File: src/sv/srcb_pkg.sv
`default_nettype none

package srcb_pkg;

   // sizes
   localparam int MAX_SEGMENTS_DEF = 64;
   localparam int PTR_W            = 7;
   localparam int SPEED_W          = 32;
   localparam int STEPS_W          = 32;
   localparam int PULSE_W          = 16;
   localparam int LEN_W            = 7;

   // word modes
   localparam logic [1:0] MODE_LOAD      = 2'd0;
   localparam logic [1:0] MODE_START     = 2'd1;
   localparam logic [1:0] MODE_BATCH     = 2'd2;
   localparam logic [1:0] MODE_DECEL_REQ = 2'd3;

   // run phases
   localparam logic [1:0] PH_STOP  = 2'd0;
   localparam logic [1:0] PH_ACCEL = 2'd1;
   localparam logic [1:0] PH_HOLD  = 2'd2;
   localparam logic [1:0] PH_DECEL = 2'd3;

   // sequencer -> segment memory
   typedef struct packed {
      logic               rd_en;
      logic [PTR_W-1:0]   rd_addr;
      logic               wr_speed;
      logic               wr_steps;
      logic [PTR_W-1:0]   wr_addr;
      logic [SPEED_W-1:0] wr_speed_data;
      logic [STEPS_W-1:0] wr_steps_data;
   } mem_req_type;

   // segment memory -> sequencer, already forwarded
   typedef struct packed {
      logic [SPEED_W-1:0] speed;
      logic [STEPS_W-1:0] steps;
   } mem_rsp_type;

   // one result word
   typedef struct packed {
      logic               send_cmd;
      logic [SPEED_W-1:0] cmd_speed;
      logic [PULSE_W-1:0] cmd_pulses;
      logic               cmd_direction;
      logic [1:0]         phase;
   } result_type;

   // sequencer status toward the top level
   typedef struct packed {
      logic busy;
   } seq_stat_type;

   // move a pointer from the first half of the table into the second half
   function automatic logic [PTR_W-1:0] mirror_ptr(input logic [PTR_W-1:0] ptr,
                                                   input logic [LEN_W-1:0] len);
      logic [PTR_W-1:0] res;
      res = ptr;
      if ((len > LEN_W'(1)) && (ptr < (len >> 1))) begin
         res = len - ptr - PTR_W'(1);
      end
      return res;
   endfunction

endpackage

`default_nettype wire

File: src/sv/srcb_seg_mem.sv
`default_nettype none

module srcb_seg_mem #(
   parameter int MAX_SEGMENTS = srcb_pkg::MAX_SEGMENTS_DEF
) (
   input  wire logic                 clock,
   input  wire logic                 reset,
   input  wire srcb_pkg::mem_req_type mem_req,
   output srcb_pkg::mem_rsp_type      mem_rsp
);
   import srcb_pkg::*;

   localparam int AW = $clog2(MAX_SEGMENTS);
   localparam int XW = (AW > PTR_W) ? AW : PTR_W;

   logic [SPEED_W-1:0] speed_mem [MAX_SEGMENTS];
   logic [STEPS_W-1:0] steps_mem [MAX_SEGMENTS];

   logic [XW-1:0]      rd_ext;
   logic [XW-1:0]      wr_ext;
   logic [AW-1:0]      rd_idx;
   logic [AW-1:0]      wr_idx;
   logic               same_addr;

   logic [SPEED_W-1:0] speed_q_ff;
   logic [STEPS_W-1:0] steps_q_ff;
   logic [SPEED_W-1:0] fwd_speed_ff;
   logic [STEPS_W-1:0] fwd_steps_ff;
   logic               fwd_speed_sel_ff;
   logic               fwd_speed_sel_in;
   logic               fwd_steps_sel_ff;
   logic               fwd_steps_sel_in;

   // addresses arrive at pointer width; callers only write in-range entries
   assign rd_ext    = XW'(mem_req.rd_addr);
   assign wr_ext    = XW'(mem_req.wr_addr);
   assign rd_idx    = rd_ext[AW-1:0];
   assign wr_idx    = wr_ext[AW-1:0];
   assign same_addr = (mem_req.rd_addr == mem_req.wr_addr);

   // storage, one write and one read port per array
   always_ff @(posedge clock) begin
      if (mem_req.wr_speed) begin
         speed_mem[wr_idx] <= mem_req.wr_speed_data;
      end
      if (mem_req.wr_steps) begin
         steps_mem[wr_idx] <= mem_req.wr_steps_data;
      end
      if (mem_req.rd_en) begin
         speed_q_ff   <= speed_mem[rd_idx];
         steps_q_ff   <= steps_mem[rd_idx];
         fwd_speed_ff <= mem_req.wr_speed_data;
         fwd_steps_ff <= mem_req.wr_steps_data;
      end
   end

   // read during write of the same entry returns the new data
   always_comb begin
      fwd_speed_sel_in = fwd_speed_sel_ff;
      fwd_steps_sel_in = fwd_steps_sel_ff;
      if (mem_req.rd_en) begin
         fwd_speed_sel_in = mem_req.wr_speed && same_addr;
         fwd_steps_sel_in = mem_req.wr_steps && same_addr;
      end
   end

   always_ff @(posedge clock) begin
      if (reset) begin
         fwd_speed_sel_ff <= 1'b0;
         fwd_steps_sel_ff <= 1'b0;
      end else begin
         fwd_speed_sel_ff <= fwd_speed_sel_in;
         fwd_steps_sel_ff <= fwd_steps_sel_in;
      end
   end

   assign mem_rsp.speed = fwd_speed_sel_ff ? fwd_speed_ff : speed_q_ff;
   assign mem_rsp.steps = fwd_steps_sel_ff ? fwd_steps_ff : steps_q_ff;

endmodule

`default_nettype wire

File: config.mk
export PLATFORM = sky130hd
export DESIGN_NAME = srcb_seg_mem
export DESIGN_NICKNAME = d
export VERILOG_FILES = /design/src/sv/srcb_pkg.sv /design/src/sv/srcb_seg_mem.sv
export SDC_FILE = /design/constraint.sdc
export NUM_CORES = 2
export LEC_CHECK = 0
export BUFFER_PORTS_ARGS = -buffer_cell sky130_fd_sc_hd__buf_4
export CAP_MARGIN = 20
export CORE_MARGIN = 2
export CORE_UTILIZATION = 39
export CTS_CLUSTER_DIAMETER = 200
export DETAILED_ROUTE_END_ITERATION = 6
export PLACE_DENSITY = 0.56
export SLEW_MARGIN = 10
export SYNTH_ARGS = -nofsm -noshare
export SYNTH_HDL_FRONTEND = slang
export SYNTH_SLANG_ARGS = --single-unit
File: constraint.sdc
create_clock -name clock -period 3.4 [get_ports clock]
set_input_delay 0.68 -clock clock [delete_from_list [all_inputs] [get_ports clock]]
set_output_delay 0.68 -clock clock [all_outputs]
set_load 0.02 [all_outputs]
==> impl_metrics.tcl <==
set metrics [dict create \
    synth_cell_types 31 \
    outcome "completed" \
    sequentialPowerShare 0.526 \
    chipWidth_um 643.6 \
    endpoint_kind "primary output" \
    synth_fp_nets 6832 \
    synth-seq-area-share 0.7954 \
    grt_pass1_wl_um 631400 \
    die_y_um 643.6 \
    reg2reg_slack_ns 1.18 \
    rr_startpoint "speed_mem[43][4]" \
    cts.clk_slew.worst_paths_ns 0.06 \
    cts-htree-levels 5 \
    grt_usage 0.2174 \
    initial_core_util 0.3923 \
    netlist_top_cells_area "edfxtp_1, mux4_2, a22oi_1" \
    drtAntennaViolNets 0 \
    cp.required_ns 2.72 \
    grt_pass1_vias 78780 \
    synth_top_area_frac 0.7951 \
    port-buffer-count 146 \
    routed_wl_um 457900 \
    r2r-end "speed_q_ff[4]" \
    dpl_cell_area_um2 173200 \
    fin_crit_sh 0.9343 \
    gp_congestion 0.7889 \
    finalInstanceArea_um2 186900 \
    viasPerCell 5.852 \
    tns_ns 0 \
    synth_xor_area_frac 0.0003843 \
    cts_tree "done" \
    placed_cells 12460 \
    crit_type "reg -> out" \
    cp-start-kind "register" \
    hold_end "fwd_steps_sel_ff" \
    nets 7546 \
    regArea_um2 126900 \
    rsz0062_at_grt "no" \
    period_needed_ns 3.177 \
    tightestPinTransition_ns 0.9776 \
    cts_sinks 4226 \
    min_path_type "in -> reg" \
    muxShareOfSynthArea 0.1554 \
    hold_path_depth 3 \
    post_cts_buffers 0 \
    finalHoldViolations 0 \
    syn_inst 6749 \
    num_vias 77590 \
    layout-drive-gt1-share 0.3219 \
    pwr-share-comb 0.053 \
    fillerInstances 33350 \
    finClkSkew_ns 0.03012 \
    power_density_nw_per_um2 590.8 \
    detail_route.wl_per_cell_um 34.54 \
    core_area_um2 406700 \
    arrival_ns 2.50 \
    synth-compound-area-share 0.02673 \
    firstDrtPassIters 5 \
    yosys_warnings 0 \
    hp-start "mem_req[71]" \
    peakVddDrop_v 0.0004874 \
    synth_fa_ha_area_frac 0 \
    slowest_stage "dfxtp_4" \
    multiInputGateArea_um2 31980 \
    cap_violations 0 \
    cp_max_fo 11 \
    antenna_found_initial 28 \
    p_leak_nw 58.09 \
    grt_overflow 0 \
    cts_buffers 424 \
    syn_avg_cell_area_um2 23.64 \
    die-area_um2 414200 \
    post-route-drc-count 0 \
    cpMostUsedCell "buf_4" \
    cts_root_buffer "clkbuf_16" \
    dr.first_iter.drc_count 9425 \
    yosysTopAreaCell "edfxtp_1" \
    yosys.area_share.simple 0.01082 \
    internal_power_mw 86.82 \
    rr_worst_depth 5 \
    ctsLongestPathBuffers 4 \
    fin_cells 13260 \
    slew_headroom 0.3471 \
    path_cells "buf_4 > mux2_2 > buf_4" \
    setup_violations 0 \
    switching_share 0.2138 \
    p_sw_mw 23.61 \
    slew_violations 0 \
    hpwl_um 261700 \
    ys_ff_latch 4226 \
    pwr-share-clk 0.421 \
    insertion_delay_ns 0.97 \
    row_count 234 \
    cpPeakStageDelay_ns 0.63 \
    ios 147 \
    timing.fmax_mhz 314.8 \
    grt_max_degree 67 \
    area_delta_synth_final_pct 17.16 \
    synth.cell_area_um2 159500 \
    synth_top_family_by_area "multiplexers" \
    fin_hold_ws_ns 0.1565 \
]
worst max-delay path by stage:
| stage | start | end | slack, ns | depth (start not counted) |
|---|---|---|---|---|
| 2_1_floorplan | mem_req[65] | steps_mem[42][0] | -0.19 | 6 |
| 3_3_place_gp | mem_req[73] | steps_q_ff[9] | -0.09 | 8 |
| 3_5_place_dp | mem_req[73] | steps_q_ff[9] | -0.14 | 8 |
| 4_1_cts | fwd_speed_sel_ff | mem_rsp[62] | 0.13 | 3 |
| 5_1_grt | fwd_speed_sel_ff | mem_rsp[62] | 0.16 | 3 |
| 6_report | fwd_steps_sel_ff | mem_rsp[21] | 0.22 | 3 |
cell type report:
class | instances | share of cell area
inverters | 12 | 0.0002410
repair buffers | 674 | 0.03996
multi-input cells | 2125 | 0.1711
clock buffers | 520 | 0.05972
diodes | 8 | 0.0001071
flip-flops and latches | 4226 | 0.6789
clock inverters | 265 | 0.01366
well taps | 5428 | 0.03634
cells in the mapped netlist:
library cell	instances
buf_6	5
inv_1	12
buf_1	40
mux2_2	64
mux4_2	1024
nor2b_1	5
clkbuf_1	156
mux2i_1	100
or3b_2	5
o221ai_1	46
o211a_1	64
or2_2	2
nand2_1	17
nand2b_1	6
o22ai_1	128
and2_1	3
nor4_1	2
or3b_1	1
nand4_1	2
edfxtp_1	4224
a32oi_1	2
a22oi_1	256
nand3b_1	28
xor2_1	7
dfxtp_1	2
a211oi_1	64
buf_4	18
nand3_1	114
nor2_1	181
or3_1	4
buf_2	167
kinds of logic after synthesis:
| group | after synthesis |
|---|---|
| AND/OR/NAND/NOR | 370 |
| multiplexers | 1188 |
| XOR/XNOR | 7 |
| buffers and inverters | 398 |
| AO/OA/AOI/OAI | 560 |
| flip-flops | 4226 |
placed cells by master, fill, tap and decap left out, drive strengths merged, types with 2 or more instances in the layout:
cell type | Yosys | routed
edfxtp | 4224 | 4224
mux4 | 1024 | 1024
buf | 230 | 672
clkbuf | 156 | 521
a22oi | 256 | 256
clkinv | 0 | 197
nor2 | 181 | 181
o22ai | 128 | 128
nand3 | 114 | 114
mux2i | 100 | 100
o211a | 64 | 64
mux2 | 64 | 64
a211oi | 64 | 64
o221ai | 46 | 46
bufinv | 0 | 46
nand3b | 28 | 28
inv | 12 | 24
nand2 | 17 | 17
clkinvlp | 0 | 10
diode | 0 | 8
xor2 | 7 | 7
or3b | 6 | 6
nand2b | 6 | 6
nor2b | 5 | 5
or3 | 4 | 4
and2 | 3 | 3
or2 | 2 | 2
nand4 | 2 | 2
nor4 | 2 | 2
a32oi | 2 | 2
dfxtp | 2 | 2
registers in the layout, summed over array words and instances, names as in the netlist:
register          count
fwd_speed_sel_ff      1
steps_mem          2048
fwd_speed_ff         32
speed_mem          2048
speed_q_ff           32
fwd_steps_ff         32
steps_q_ff           32
fwd_steps_sel_ff      1
critical path: cells and delay by family, from the launching register on:
family / cells / cell delay [ns]
buffers and inverters: 2 / 0.45
flip-flops: 1 / 0.63
multiplexers: 1 / 0.41
metrics by stage:
| stage | power (mW) | setup WS, ns | utilization |
|---|---|---|---|
| after CTS | 111.3 | 0.1339 | 0.4595 |
| final | 110.4 | 0.2234 | 0.4596 |
| after floorplan | 61.84 | -0.1918 | - |
| after detailed placement | 65.16 | -0.1401 | 0.4258 |
| after global placement | 65.04 | -0.08777 | 0.4257 |
| after global routing | 113.4 | 0.1580 | 0.4596 |
power groups by stage:
stage,clock network (mW),logic (mW),registers [mW]
6_report,46.5,5.90,58.0
5_1_grt,49.1,6.21,58.0
4_1_cts,47.2,6.02,58.0
3_3_place_gp,0,5.92,59.1
2_1_floorplan,0,2.81,59.0
3_5_place_dp,0,6.01,59.1
layer usage:
metal,track usage,share of wire
met2,0.3707,0.50
met3,0.02574,0.063
met1,0.2896,0.39
met5,0,0.000079
met4,0.07537,0.038
repair_timing:
action	in CTS	in global routing
endpoints found under the setup margin	45	0
endpoints found under the hold margin	2	0
hold buffers	1	0
resized for setup	2	0
Power figures use the tool's default switching activity.
