### src/sv/srcb_pkg.sv
`default_nettype none

package srcb_pkg;

   // sizes
   localparam int MAX_SEGMENTS_DEF = 64;
   localparam int PTR_W            = 7;
   localparam int SPEED_W          = 32;
   localparam int STEPS_W          = 32;
   localparam int PULSE_W          = 16;
   localparam int LEN_W            = 7;

   // word modes
   localparam logic [1:0] MODE_LOAD      = 2'd0;
   localparam logic [1:0] MODE_START     = 2'd1;
   localparam logic [1:0] MODE_BATCH     = 2'd2;
   localparam logic [1:0] MODE_DECEL_REQ = 2'd3;

   // run phases
   localparam logic [1:0] PH_STOP  = 2'd0;
   localparam logic [1:0] PH_ACCEL = 2'd1;
   localparam logic [1:0] PH_HOLD  = 2'd2;
   localparam logic [1:0] PH_DECEL = 2'd3;

   // sequencer -> segment memory
   typedef struct packed {
      logic               rd_en;
      logic [PTR_W-1:0]   rd_addr;
      logic               wr_speed;
      logic               wr_steps;
      logic [PTR_W-1:0]   wr_addr;
      logic [SPEED_W-1:0] wr_speed_data;
      logic [STEPS_W-1:0] wr_steps_data;
   } mem_req_type;

   // segment memory -> sequencer, already forwarded
   typedef struct packed {
      logic [SPEED_W-1:0] speed;
      logic [STEPS_W-1:0] steps;
   } mem_rsp_type;

   // one result word
   typedef struct packed {
      logic               send_cmd;
      logic [SPEED_W-1:0] cmd_speed;
      logic [PULSE_W-1:0] cmd_pulses;
      logic               cmd_direction;
      logic [1:0]         phase;
   } result_type;

   // sequencer status toward the top level
   typedef struct packed {
      logic busy;
   } seq_stat_type;

   // move a pointer from the first half of the table into the second half
   function automatic logic [PTR_W-1:0] mirror_ptr(input logic [PTR_W-1:0] ptr,
                                                   input logic [LEN_W-1:0] len);
      logic [PTR_W-1:0] res;
      res = ptr;
      if ((len > LEN_W'(1)) && (ptr < (len >> 1))) begin
         res = len - ptr - PTR_W'(1);
      end
      return res;
   endfunction

endpackage

`default_nettype wire

### src/sv/srcb_seq.sv
`default_nettype none

module srcb_seq #(
   parameter int MAX_SEGMENTS = srcb_pkg::MAX_SEGMENTS_DEF
) (
   input  wire logic                          clock,
   input  wire logic                          reset,
   input  wire logic [srcb_pkg::LEN_W-1:0]    table_length,
   input  wire logic [srcb_pkg::PULSE_W-1:0]  batch_limit,
   input  wire logic                          req_accept,
   input  wire logic [1:0]                    mode,
   input  wire logic [5:0]                    entry_index,
   input  wire logic [srcb_pkg::SPEED_W-1:0]  speed_word,
   input  wire logic [srcb_pkg::STEPS_W-1:0]  segment_steps,
   input  wire logic                          direction,
   input  wire logic                          s1_go,
   output srcb_pkg::seq_stat_type             stat,
   output srcb_pkg::result_type               result,
   output srcb_pkg::mem_req_type              mem_req,
   input  wire srcb_pkg::mem_rsp_type         mem_rsp
);
   import srcb_pkg::*;

   localparam int MaxLenInt = (MAX_SEGMENTS > 127) ? 127 : MAX_SEGMENTS;
   localparam logic [LEN_W-1:0] MAX_LEN = LEN_W'(MaxLenInt);

   // execute stage, one word
   logic               s1_valid_ff;
   logic               s1_valid_in;
   logic [1:0]         s1_mode_ff;
   logic [5:0]         s1_idx_ff;
   logic [SPEED_W-1:0] s1_speed_ff;
   logic [STEPS_W-1:0] s1_steps_ff;
   logic               s1_dir_ff;
   logic [PTR_W-1:0]   s1_ptr_ff;

   // run state
   logic [PTR_W-1:0]   ptr_ff;
   logic [PTR_W-1:0]   ptr_in;
   logic [1:0]         phase_ff;
   logic [1:0]         phase_in;
   logic               dir_ff;
   logic               dir_in;

   logic [LEN_W-1:0]   len;
   logic [LEN_W-1:0]   half;
   logic [PULSE_W-1:0] lim;
   logic               ptr_ok;
   logic               idx_ok;
   logic [SPEED_W-1:0] seg_speed;
   logic [STEPS_W-1:0] seg_steps;
   logic               over;
   logic [PULSE_W-1:0] drain_pulses;
   logic [STEPS_W-1:0] drain_rest;
   logic [PTR_W-1:0]   ptr_step;
   logic [PTR_W-1:0]   rd_ptr;

   // effective configuration
   always_comb begin
      len = table_length;
      if (table_length == '0) begin
         len = LEN_W'(1);
      end else if (table_length > MAX_LEN) begin
         len = MAX_LEN;
      end
      half = len >> 1;
      lim  = (batch_limit == '0) ? PULSE_W'(1) : batch_limit;
   end

   // segment data of the word in execute; out-of-store entries read as zero
   assign ptr_ok    = (32'(s1_ptr_ff) < 32'(MAX_SEGMENTS));
   assign idx_ok    = (32'(s1_idx_ff) < 32'(MAX_SEGMENTS));
   assign seg_speed = ptr_ok ? mem_rsp.speed : '0;
   assign seg_steps = ptr_ok ? mem_rsp.steps : '0;

   // one drain step: full batch or the rest of the segment
   assign over         = (seg_steps > STEPS_W'(lim));
   assign drain_pulses = over ? lim : seg_steps[PULSE_W-1:0];
   assign drain_rest   = over ? (seg_steps - STEPS_W'(lim)) : '0;
   assign ptr_step     = s1_ptr_ff + PTR_W'(1);

   // execute the word, then pick the read pointer for the next one
   always_comb begin
      ptr_in         = ptr_ff;
      phase_in       = phase_ff;
      dir_in         = dir_ff;
      result         = '0;
      mem_req        = '0;

      if (s1_go) begin
         case (s1_mode_ff)
            MODE_LOAD: begin
               mem_req.wr_speed      = idx_ok;
               mem_req.wr_steps      = idx_ok;
               mem_req.wr_addr       = {1'b0, s1_idx_ff};
               mem_req.wr_speed_data = s1_speed_ff;
               mem_req.wr_steps_data = s1_steps_ff;
            end
            MODE_START: begin
               ptr_in   = '0;
               phase_in = PH_ACCEL;
               dir_in   = s1_dir_ff;
            end
            MODE_DECEL_REQ: begin
               if ((phase_ff == PH_ACCEL) || (phase_ff == PH_HOLD)) begin
                  phase_in = PH_DECEL;
                  ptr_in   = mirror_ptr(ptr_ff, len);
               end
            end
            MODE_BATCH: begin
               case (phase_ff)
                  PH_ACCEL: begin
                     result.send_cmd      = 1'b1;
                     result.cmd_speed     = seg_speed;
                     result.cmd_direction = dir_ff;
                     if (len == LEN_W'(1)) begin
                        // flat profile
                        result.cmd_pulses = lim;
                        phase_in          = PH_HOLD;
                     end else begin
                        result.cmd_pulses     = drain_pulses;
                        mem_req.wr_steps      = ptr_ok;
                        mem_req.wr_addr       = s1_ptr_ff;
                        mem_req.wr_steps_data = drain_rest;
                        if (!over) begin
                           ptr_in = ptr_step;
                           if (ptr_step >= half) begin
                              ptr_in   = half - PTR_W'(1);
                              phase_in = PH_HOLD;
                           end
                        end
                     end
                  end
                  PH_HOLD: begin
                     result.send_cmd      = 1'b1;
                     result.cmd_speed     = seg_speed;
                     result.cmd_pulses    = lim;
                     result.cmd_direction = dir_ff;
                  end
                  PH_DECEL: begin
                     if (len == LEN_W'(1)) begin
                        phase_in = PH_STOP;
                     end else begin
                        // s1_ptr already holds the mirrored pointer
                        ptr_in = s1_ptr_ff;
                        if (s1_ptr_ff >= len) begin
                           phase_in = PH_STOP;
                        end else begin
                           result.send_cmd       = 1'b1;
                           result.cmd_speed      = seg_speed;
                           result.cmd_pulses     = drain_pulses;
                           result.cmd_direction  = dir_ff;
                           mem_req.wr_steps      = ptr_ok;
                           mem_req.wr_addr       = s1_ptr_ff;
                           mem_req.wr_steps_data = drain_rest;
                           if (!over) begin
                              ptr_in = ptr_step;
                           end
                        end
                     end
                  end
                  default: begin
                     // stopped: ignored
                  end
               endcase
            end
            default: begin
            end
         endcase
      end
      result.phase = phase_in;

      // next word reads from the state this word leaves
      rd_ptr = ptr_in;
      if (len == LEN_W'(1)) begin
         rd_ptr = '0;
      end else if (phase_in == PH_DECEL) begin
         rd_ptr = mirror_ptr(ptr_in, len);
      end
      mem_req.rd_en   = req_accept;
      mem_req.rd_addr = rd_ptr;
   end

   // execute stage occupancy
   always_comb begin
      s1_valid_in = s1_valid_ff;
      if (req_accept) begin
         s1_valid_in = 1'b1;
      end else if (s1_go) begin
         s1_valid_in = 1'b0;
      end
   end

   always_ff @(posedge clock) begin
      if (reset) begin
         s1_valid_ff <= 1'b0;
         ptr_ff      <= '0;
         phase_ff    <= PH_STOP;
         dir_ff      <= 1'b0;
      end else begin
         s1_valid_ff <= s1_valid_in;
         ptr_ff      <= ptr_in;
         phase_ff    <= phase_in;
         dir_ff      <= dir_in;
      end
   end

   // word payload
   always_ff @(posedge clock) begin
      if (req_accept) begin
         s1_mode_ff  <= mode;
         s1_idx_ff   <= entry_index;
         s1_speed_ff <= speed_word;
         s1_steps_ff <= segment_steps;
         s1_dir_ff   <= direction;
         s1_ptr_ff   <= rd_ptr;
      end
   end

   assign stat.busy = s1_valid_ff;

endmodule

`default_nettype wire

### config.mk
export PLATFORM = sky130hd
export DESIGN_NAME = srcb_seq
export DESIGN_NICKNAME = d
export VERILOG_FILES = /design/src/sv/srcb_pkg.sv /design/src/sv/srcb_seq.sv
export SDC_FILE = /design/constraint.sdc
export NUM_CORES = 1
export LEC_CHECK = 0
export BUFFER_PORTS_ARGS = -buffer_cell sky130_fd_sc_hd__buf_2
export CORE_MARGIN = 5
export CORE_UTILIZATION = 40
export CTS_CLUSTER_DIAMETER = 80
export CTS_CLUSTER_SIZE = 40
export DETAILED_ROUTE_END_ITERATION = 8
export PLACE_DENSITY_LB_ADDON = 0.05
export SLEW_MARGIN = 25
export SYNTH_ARGS = -nofsm -noshare
export SYNTH_HDL_FRONTEND = slang
export SYNTH_SLANG_ARGS = --single-unit
### constraint.sdc
create_clock -name clock -period 16.6 [get_ports clock]
set_clock_uncertainty 0.2 [all_clocks]
set_input_delay 3.32 -clock clock [delete_from_list [all_inputs] [get_ports clock]]
set_output_delay 3.32 -clock clock [all_outputs]
set_load 0.1 [all_outputs]
==> results by group, run 1 <==
Yosys
  • Area contributors post-synth: edfxtp_1 (32%), ha_1 (9.6%), nor2_1 (4.3%), a21oi_1 (3.7%), nand2_1 (3.5%)
  • Compound-Gate Fraction of Synth Area: 21.0%
  • Distinct cell type count after synthesis: 82
  • Largest family of logic cells by synthesized area: simple AND/OR/NAND/NOR gates
  • Synth Register Bits: just over 90
  • Syn nets: between 1000 and 1500
  • Synth Warn #: 0
  • Seq/Total Area, Yosys: a little over a third
  • Synthesized instance count: ~830
  • Synth Area in Simple Gates: a little under a quarter
  • Post-synthesis mux area share: less than 1%
  • EDFF count, synth: 80
  • Netlist Area Pre-Place: roughly 0.0074 mm2
  • Asr flop ratio synth: 0%
  • Top cell type by total area after synthesis: edfxtp_1
  • Cell with the most instances after synthesis: nor2_1
  • Most frequent cells after synthesis: nor2_1 (84), edfxtp_1 (80), nand2_1 (68), ha_1 (57), a21oi_1 (54)
  • Share of the synthesized area in the top cell type: between 30% and 40%
  • Post-Synth Adder-Cell Area: a little over a tenth
  • Post-Synth XOR/XNOR Area: 4.14%
  • Synth Flop Type: edfxtp_1
  • Mapped Avg Cell Area: between 8 and 9 um2

Floorplan
  • Die Wd: about 150 um
  • Initial Util: roughly two fifths
  • FP Rows: between 40 and 50
  • Top-level port count: just under 300
  • Full die area: about 0.021 mm2
  • Core Box Area: roughly 0.018 mm2
  • DIE HEIGHT: 146 um

Global route
  • Largest net degree at the start of global routing: 83
  • First-pass GRT wire length: 39.5 mm
  • Antenna violations before repair: 3
  • Grt total ovfl: 0
  • All-layer global routing usage: between 20% and 30%
  • Vias in the first global route: between 7000 and 8000

Placed design
  • Number of port buffers: ~300
  • Placed cells: around 1300
  • Post-DP HPWL: 20.4 mm
  • GP Congestion: 0.913
  • DP Area: around 0.0090 mm2
  • DP Worst Slack: ~3.9 ns

Routing
  • WL final: approximately 26 mm
  • DR vias/cell: between 5 and 6
  • Routed via count: 7367
  • First-pass DRT Iterations: 5
  • Detail Route Antenna Nets: 0
  • 1st-iter DRT viols: between 400 and 500
  • Drc violations: 0
  • Routed len/inst: about 19 um

STA
  • Worst-Margin Slew: between 0.8 and 0.9 ns
  • RSZ-0062 raised after global routing: no
  • F_max: slightly below 0.08 GHz
  • Final hold viol count: 0
  • Final slew viol count: 0
  • Setup_tns: 0 ns
  • Final worst path period need: about 13 ns
  • Min Hold Slack: a little over 0.3 ns
  • Setup ws final: between 3 and 4 ns
  • Final setup viols: 0
  • Normalized max-slew margin: between 40% and 50%
  • Final Cycle Share: ~76%

CTS
  • Clk root buf: clkbuf_16
  • # clock sinks: roughly 90
  • TritonCTS clock tree: done
  • Max Buffers Root-to-Sink: 2
  • CTS buffer count: 9
  • Setup bufs post-CTS: 0
  • Post-CTS sizing: 0
  • Htree depth: 3
  • Hold Buf Count CTS: 0
  • Worst-path clk slew: 0.07 ns
  • Worst-Skew Late Latency: around 0.34 ns

Setup path
  • WP buf/inv: 3
  • CP Cell Sequence: buf_2 -> nor4_1 -> a41o_1 -> ha_1 -> fa_1 -> nand2b_1 -> a211oi_2 -> nor3_2 -> o221ai_4 -> nor2_1 -> mux2_1 -> a221oi_1 -> inv_1 -> ha_1 -> o21a_1 -> o21a_1 -> o211ai_1 -> nor2_1 -> a2111oi_0 -> o2111a_2 -> and2_1 -> o211a_1 -> buf_2
  • Setup CP Type: in2out
  • Arrival time worst endpoint: around 9.1 ns
  • Max stage delay on crit path: 0.42 ns
  • Critical path fanouts, max: 15
  • Worst path required time: approximately 13 ns
  • Crit start category: input pin
  • Crit path capture type: primary output
  • Slowest CP cell: buf_2
  • Critical path's top delay family: compound AO/OA/AOI/OAI gates

Pwr
  • PD cells: ~77 mW/mm2
  • Pwr Total: a little over 0.7 mW
  • LEAKAGE: ~4.5 nW
  • Peak VDD IR: 0.0000739 V

Finish
  • Area growth from synthesis to layout: 27.2%
  • Design area: approximately 0.0094 mm2
  • Nets: around 1300
  • Fin cells: 1341
  • Layout cells sized above 1: 32.1%
  • Utilization after layout: a little over half

Run status
  • Status: complete, no violations

Flow run
  • MaxCap Viol Count: 0

Hold path
  • HP Class: reg2reg
==> worst reg2reg max path, delay by kind of cell (launching register included) <==
kind / cells / cell delay (ns)
compound gates: 9 / 2.38
simple gates: 6 / 1.01
fa+ha+maj: 3 / 1.01
buf+inv: 3 / 0.99
flops: 1 / 0.36
mux: 1 / 0.35
==> sequential cells by signal (all words and copies together), names as in the netlist <==
register,count
dir_ff,1
s1_idx_ff,6
phase_ff,2
s1_steps_ff,32
stat,1
ptr_ff,7
s1_mode_ff,2
s1_dir_ff,1
s1_ptr_ff,7
s1_speed_ff,32
==> placed cells by master, fill, tap and decap left out, drive strengths merged, types with 9 or more instances in the layout <==
cell type,count
dfxtp,11
and2,37
nor2,85
xor2,15
ha,57
a22oi,22
nand2,69
o21ai,47
xnor2,20
edfxtp,80
clkbuf,9
nor2b,28
nor3,15
and3,40
inv,52
a21o,16
nand3,19
o211ai,10
a21oi,56
buf,303
==> layout make-up <==
class,instances,area [um2]
Fill cell,1756,8680
Clock inverter,7,124
Inverter,52,195
Tap cell,229,287
Clock buffer,9,225
Sequential cell,91,2620
Antenna cell,1,2.50
Multi-Input combinational cell,649,4420
Timing Repair Buffer,303,1540
==> routing by layer <==
metal / part of all wire, % / vias to the layer above / wire, um / global-route usage, %
met2: 47 / 364 / 12000 / 37.8
li1: - / 3594 / - / -
met3: 11 / 23 / 2730 / 7.38
met5: 0.16 / - / 41 / 0
met4: 0.86 / 6 / 220 / 4.33
met1: 42 / 3380 / 10700 / 29.9
==> logic make-up after synthesis <==
logic type	Yosys count
DFF	91
xor gates and xnor gates	35
muxes	3
buffers and inverters	91
adders and majority gates	60
AOI/OAI and AO/OA	221
and+or+nand+nor	330
==> path summary, 6_finish.rpt <==
| path | start | slack (ns) | depth (start not counted) | endpoint |
|---|---|---|---|---|
| max | batch_limit[1] | 3.96 | 23 | mem_req[74] |
| min | stat | 0.30 | 2 | stat |
| max reg2reg | s1_ptr_ff[6] | 10.00 | 22 | s1_ptr_ff[2] |
| min reg2reg | stat | 0.30 | 2 | stat |
==> power breakdown <==
group	switching (mW)	leakage [nW]	internal [mW]	total (mW)
Clock	0.0899	0.166	0.148	0.238
Sequential	0.00780	0.876	0.267	0.274
Combinational	0.146	3.47	0.0625	0.209
No activity file was read; power rests on OpenSTA's default activity.
==> inputs of run 2 (changes only) <==
==> constraint.sdc (replaced) <==
create_clock -name clock -period 11.8 [get_ports clock]
set_clock_uncertainty 0.2 [all_clocks]
set_input_delay 2.36 -clock clock [delete_from_list [all_inputs] [get_ports clock]]
set_output_delay 2.36 -clock clock [all_outputs]
set_load 0.1 [all_outputs]
==> results by group, run 2 (synthesis results as in run 1) <==
CTS
  • TritonCTS clock tree: done
  • Setup bufs post-CTS: 0
  • Max Buffers Root-to-Sink: 2
  • Htree depth: 3
  • Worst-path clk slew: 0.08 ns
  • Hold Buf Count CTS: 0
  • Worst-Skew Late Latency: about 0.35 ns
  • Post-CTS sizing: 0
  • CTS buffer count: 9
  • Clk root buf: clkbuf_16
  • # clock sinks: 91

Setup path
  • Reg2Reg Depth: 22
  • Critical path's top delay family: compound AO/OA/AOI/OAI gates
  • Crit path capture type: primary output
  • Number of cells on the critical path: 23
  • Critical path fanouts, max: 15
  • Max stage delay on crit path: between 0.4 and 0.5 ns
  • WP buf/inv: 3
  • Slowest CP cell: nor4_1
  • Worst path required time: 9.24 ns
  • CP Cell Sequence: buf_2 -> nor4_1 -> a41o_1 -> ha_1 -> fa_1 -> nand2b_1 -> a211oi_2 -> nor3_2 -> o221ai_4 -> nor2_1 -> mux2_1 -> a221oi_1 -> inv_1 -> ha_1 -> o21a_1 -> o21a_1 -> o211ai_1 -> nor2_1 -> a2111oi_0 -> o2111a_2 -> and2_1 -> o211a_1 -> buf_2
  • Crit start category: input pin
  • Arrival time worst endpoint: between 8 and 9 ns
  • Setup CP Type: in2out

Floorplan
  • Full die area: roughly 0.021 mm2
  • Top-level port count: between 200 and 300
  • FP Rows: 49
  • Initial Util: 40.9%
  • DIE HEIGHT: 146 um
  • Core Box Area: around 0.018 mm2
  • Die Wd: 146 um

Hold path
  • Min-Delay Path Depth: 2
  • HP Class: reg2reg

STA
  • Min Hold Slack: 0.296 ns
  • F_max: 0.0927 GHz
  • Final hold viol count: 0
  • RSZ-0062 raised after global routing: no
  • Final Cycle Share: 91.4%
  • Final setup viols: 0
  • Worst-Margin Slew: 0.973 ns
  • Setup ws final: just over 1 ns
  • Setup_tns: 0 ns
  • Final slew viol count: 0
  • Final worst path period need: 10.79 ns
  • Normalized max-slew margin: about a third

Run status
  • Status: complete, no violations

Finish
  • Most frequent cells in the layout: buf_2 (296), nor2_1 (83), edfxtp_1 (80)
  • Utilization after layout: about half
  • Filler cells: between 1500 and 2000
  • Largest registers: s1_speed_ff x32, s1_steps_ff x32
  • Leading cell type in the layout, fill and taps excluded: buf_2
  • Nets: between 1000 and 1500
  • Area growth from synthesis to layout: 26.9%
  • Layout cells sized above 1: 32.3%

Routing
  • Routed via count: approximately 7300
  • 1st-iter DRT viols: between 500 and 600
  • DR vias/cell: around 5.5
  • Drc violations: 0
  • Detail Route Antenna Nets: 0
  • Routed len/inst: about 19 um
  • First-pass DRT Iterations: 5
  • WL final: around 26 mm

Global route
  • Grt total ovfl: 0
  • All-layer global routing usage: a little under a quarter
  • Antenna violations before repair: 4
  • First-pass GRT wire length: about 40 mm
  • Largest net degree at the start of global routing: 83
  • Vias in the first global route: slightly above 7000

Placed design
  • DP Worst Slack: 1.02 ns
  • GP Congestion: around 0.93
  • Number of port buffers: just under 300
  • Post-DP HPWL: around 20 mm

Pwr
  • PD cells: roughly 100 mW/mm2
  • Pwr Total: 0.980 mW
  • Peak VDD IR: about 0.000075 V
  • LEAKAGE: between 4 and 5 nW

Flow run
  • MaxCap Viol Count: 0
-- run 2: cell count changes in the layout (fill, tap and decap cells not counted), sizes merged --
cell / change
bufinv: -2
clkinv: +3
clkinvlp: -1
buf: +3
diode: +1
-- run 2: power by group --
part | switching [mW] | internal [mW] | leakage, nW
Sequential | 0.0111 | 0.375 | 0.876
Combinational | 0.206 | 0.0882 | 3.49
Clock | 0.134 | 0.166 | 0.151
Total | 0.351 | 0.630 | 4.51
-- run 2: layer usage --
layer	track usage, %	share of wire (%)	vias up
met5	0	0.10	-
met3	6.85	9.5	40
li1	-	-	3585
met2	36.9	45	358
met1	30.6	43	3349
met4	6.07	2.0	4
-- run 2: cell type report --
class	count	area [um2]	area share, %
diodes	2	5.00	0.0533
clock buffers	9	225	2.40
clock inverters	7	77.6	0.827
inverters	52	195	2.08
multi-input cells	649	4410	47.0
flip-flops and latches	91	2620	28.0
well taps	229	287	3.05
repair buffers	306	1560	16.6
-- run 2: worst register-to-register path: cells and delay by family (launching register included) --
family / cells / cell delay, ns
adders and majority gates: 3 / 1.00
and+or+nand+nor: 6 / 0.99
muxes: 1 / 0.34
DFF: 1 / 0.38
AOI/OAI and AO/OA: 9 / 2.38
buffers and inverters: 3 / 0.99
-- run 2: per-stage QoR --
| step | cell area, um2 | std cells |
|---|---|---|
| after CTS | 9370 | 1343 |
| final | 9380 | 1345 |
| after global placement | 9060 | 1327 |
| after global routing | 9380 | 1345 |
| after detailed placement | 9070 | 1327 |
| after floorplan | 7400 | 831 |
-- run 2: final timing paths --
kind,slack [ns],to,start
setup / recovery,1.01,mem_req[74],batch_limit[1]
hold / removal,0.30,stat,stat
setup reg to reg,5.27,s1_ptr_ff[3],s1_ptr_ff[6]
hold reg to reg,0.30,stat,stat
==> inputs of run 3 (changes only) <==
==> constraint.sdc (replaced) <==
create_clock -name clock -period 11.8 [get_ports clock]
set_clock_uncertainty 0.2 [all_clocks]
set_input_delay 2.36 -clock clock [delete_from_list [all_inputs] [get_ports clock]]
set_output_delay 2.36 -clock clock [all_outputs]
set_load 0.005 [all_outputs]
==> results by group, run 3 (synthesis results as in run 1) <==
Routing
  • WL final: ~26 mm
  • Routed via count: around 7300
  • 1st-iter DRT viols: 477
  • Routed len/inst: between 15 and 20 um
  • Drc violations: 0
  • DR vias/cell: about 5.5
  • First-pass DRT Iterations: 5
  • Detail Route Antenna Nets: 0

Setup path
  • Crit start category: input pin
  • Worst path required time: between 9 and 10 ns
  • Worst setup path endpoint: mem_req[74]
  • Setup CP Type: in2out
  • Crit path capture type: primary output
  • Worst r2r src: s1_ptr_ff[6]
  • Crit. Startpoint: batch_limit[1]
  • Reg-to-Reg End: s1_ptr_ff[3]
  • Critical path fanouts, max: 15
  • Reg2reg setup slack: 5.22 ns
  • Arrival time worst endpoint: a little under 8 ns
  • Reg2Reg Depth: 22

STA
  • Final hold viol count: 0
  • Final Cycle Share: between 80% and 90%
  • Normalized max-slew margin: just over 50%
  • Final slew viol count: 0
  • Setup_tns: 0 ns
  • Final worst path period need: ~10 ns
  • Min Hold Slack: 0.287 ns
  • Final setup viols: 0
  • RSZ-0062 raised after global routing: no
  • F_max: approximately 0.096 GHz
  • Worst-Margin Slew: roughly 0.74 ns

Pwr
  • Net Sw Frac: 29.0%
  • Sequential Power Share: 42.2%
  • Clk pwr share: 34.5%
  • Peak VDD IR: around 0.00011 V
  • Combinational power share: a little under a quarter
  • PD cells: approximately 100 mW/mm2
  • LEAKAGE: 4.51 nW
  • Net Sw Power: about 0.27 mW
  • P_int: approximately 0.65 mW

Placed design
  • GP Congestion: about 0.9
  • Number of port buffers: roughly 300
  • DP Area: 0.00906 mm2
  • Post-DP HPWL: approximately 20 mm

CTS
  • Worst-path clk slew: about 0.07 ns
  • Max Buffers Root-to-Sink: 2
  • Worst-Skew Late Latency: between 0.3 and 0.4 ns
  • Htree depth: 3
  • TritonCTS clock tree: done
  • Setup bufs post-CTS: 0
  • Post-CTS sizing: 0
  • Hold Buf Count CTS: 0
  • CTS buffer count: 9
  • Clk root buf: clkbuf_16
  • # clock sinks: between 90 and 100

Finish
  • Largest registers: s1_speed_ff x32, s1_steps_ff x32
  • Nets: 1332
  • Leading cell type in the layout, fill and taps excluded: buf_2
  • Area growth from synthesis to layout: 27.1%
  • Utilization after layout: between 50% and 60%
  • Most frequent cells in the layout: buf_2 (296), nor2_1 (83), edfxtp_1 (80)
  • Layout cells sized above 1: between 30% and 40%
  • Design area: 0.00940 mm2

Floorplan
  • DIE HEIGHT: around 150 um
  • Core Box Area: around 0.018 mm2
  • Initial Util: ~41%
  • Die Wd: 146 um
  • Full die area: between 0.02 and 0.025 mm2
  • FP Rows: 49
  • Top-level port count: 298

Hold path
  • HP Class: reg2reg

Global route
  • Antenna violations before repair: 3
  • All-layer global routing usage: between 20% and 30%
  • Vias in the first global route: roughly 7200
  • Grt total ovfl: 0
  • First-pass GRT wire length: 40.0 mm
  • Largest net degree at the start of global routing: 83

Run status
  • Status: complete, no violations

Flow run
  • MaxCap Viol Count: 0
run 3: worst min path at each step:
stage | slack, ns | cells past startpoint | start | to
after floorplan | 0.25 | 2 | dir_ff | dir_ff
after CTS | 0.29 | 2 | stat | stat
after global placement | 0.27 | 2 | stat | stat
final | 0.29 | 2 | stat | stat
after detailed placement | 0.28 | 2 | stat | stat
after global routing | 0.34 | 2 | stat | stat
run 3: layout make-up:
| type | count | area (um2) |
|---|---|---|
| Antenna cell | 1 | 2.50 |
| Clock buffer | 9 | 225 |
| Clock inverter | 7 | 98.8 |
| Fill cell | 1740 | 8690 |
| Inverter | 52 | 195 |
| Multi-Input combinational cell | 649 | 4420 |
| Sequential cell | 91 | 2620 |
| Tap cell | 229 | 287 |
| Timing Repair Buffer | 305 | 1550 |
run 3: stage by stage:
stage / std cells / power [mW] / worst slack (ns)
6_report: 1343 / 0.915 / 1.36
5_1_grt: 1343 / 0.966 / 0.781
4_1_cts: 1342 / 0.922 / 1.33
3_5_place_dp: 1326 / 0.604 / 1.32
3_3_place_gp: 1326 / 0.603 / 1.47
2_1_floorplan: 831 / 0.517 / 2.30
run 3: metal layers:
metal,up-vias,wire length (um),global-route usage [%]
met5,-,21,0
met4,4,403,5.88
met3,31,2620,7.01
met2,354,11800,37.1
met1,3358,10900,30.7
li1,3595,-,-
run 3: worst max-delay path, stage by stage:
cell and delay [ns]:
buf_2 0.13, nor4_1 0.36, a41o_1 0.25, ha_1 0.21, fa_1 0.19, nand2b_1 0.17, a211oi_2 0.10, nor3_2 0.31
o221ai_4 0.29, nor2_1 0.27, mux2_1 0.36, a221oi_1 0.42, inv_1 0.19, ha_1 0.34, o21a_1 0.19, o21a_1 0.16
o211ai_1 0.20, nor2_1 0.07, a2111oi_0 0.29, o2111a_2 0.34, and2_1 0.34, o211a_1 0.20, buf_2 0.11
run 3: power groups by stage:
stage / clock [mW] / sequential [mW] / combinational [mW]
floorplan: 0 / 0.388 / 0.129
detailed placement: 0 / 0.393 / 0.211
global placement: 0 / 0.392 / 0.211
finish: 0.316 / 0.386 / 0.213
CTS: 0.323 / 0.386 / 0.213
global route: 0.341 / 0.388 / 0.238
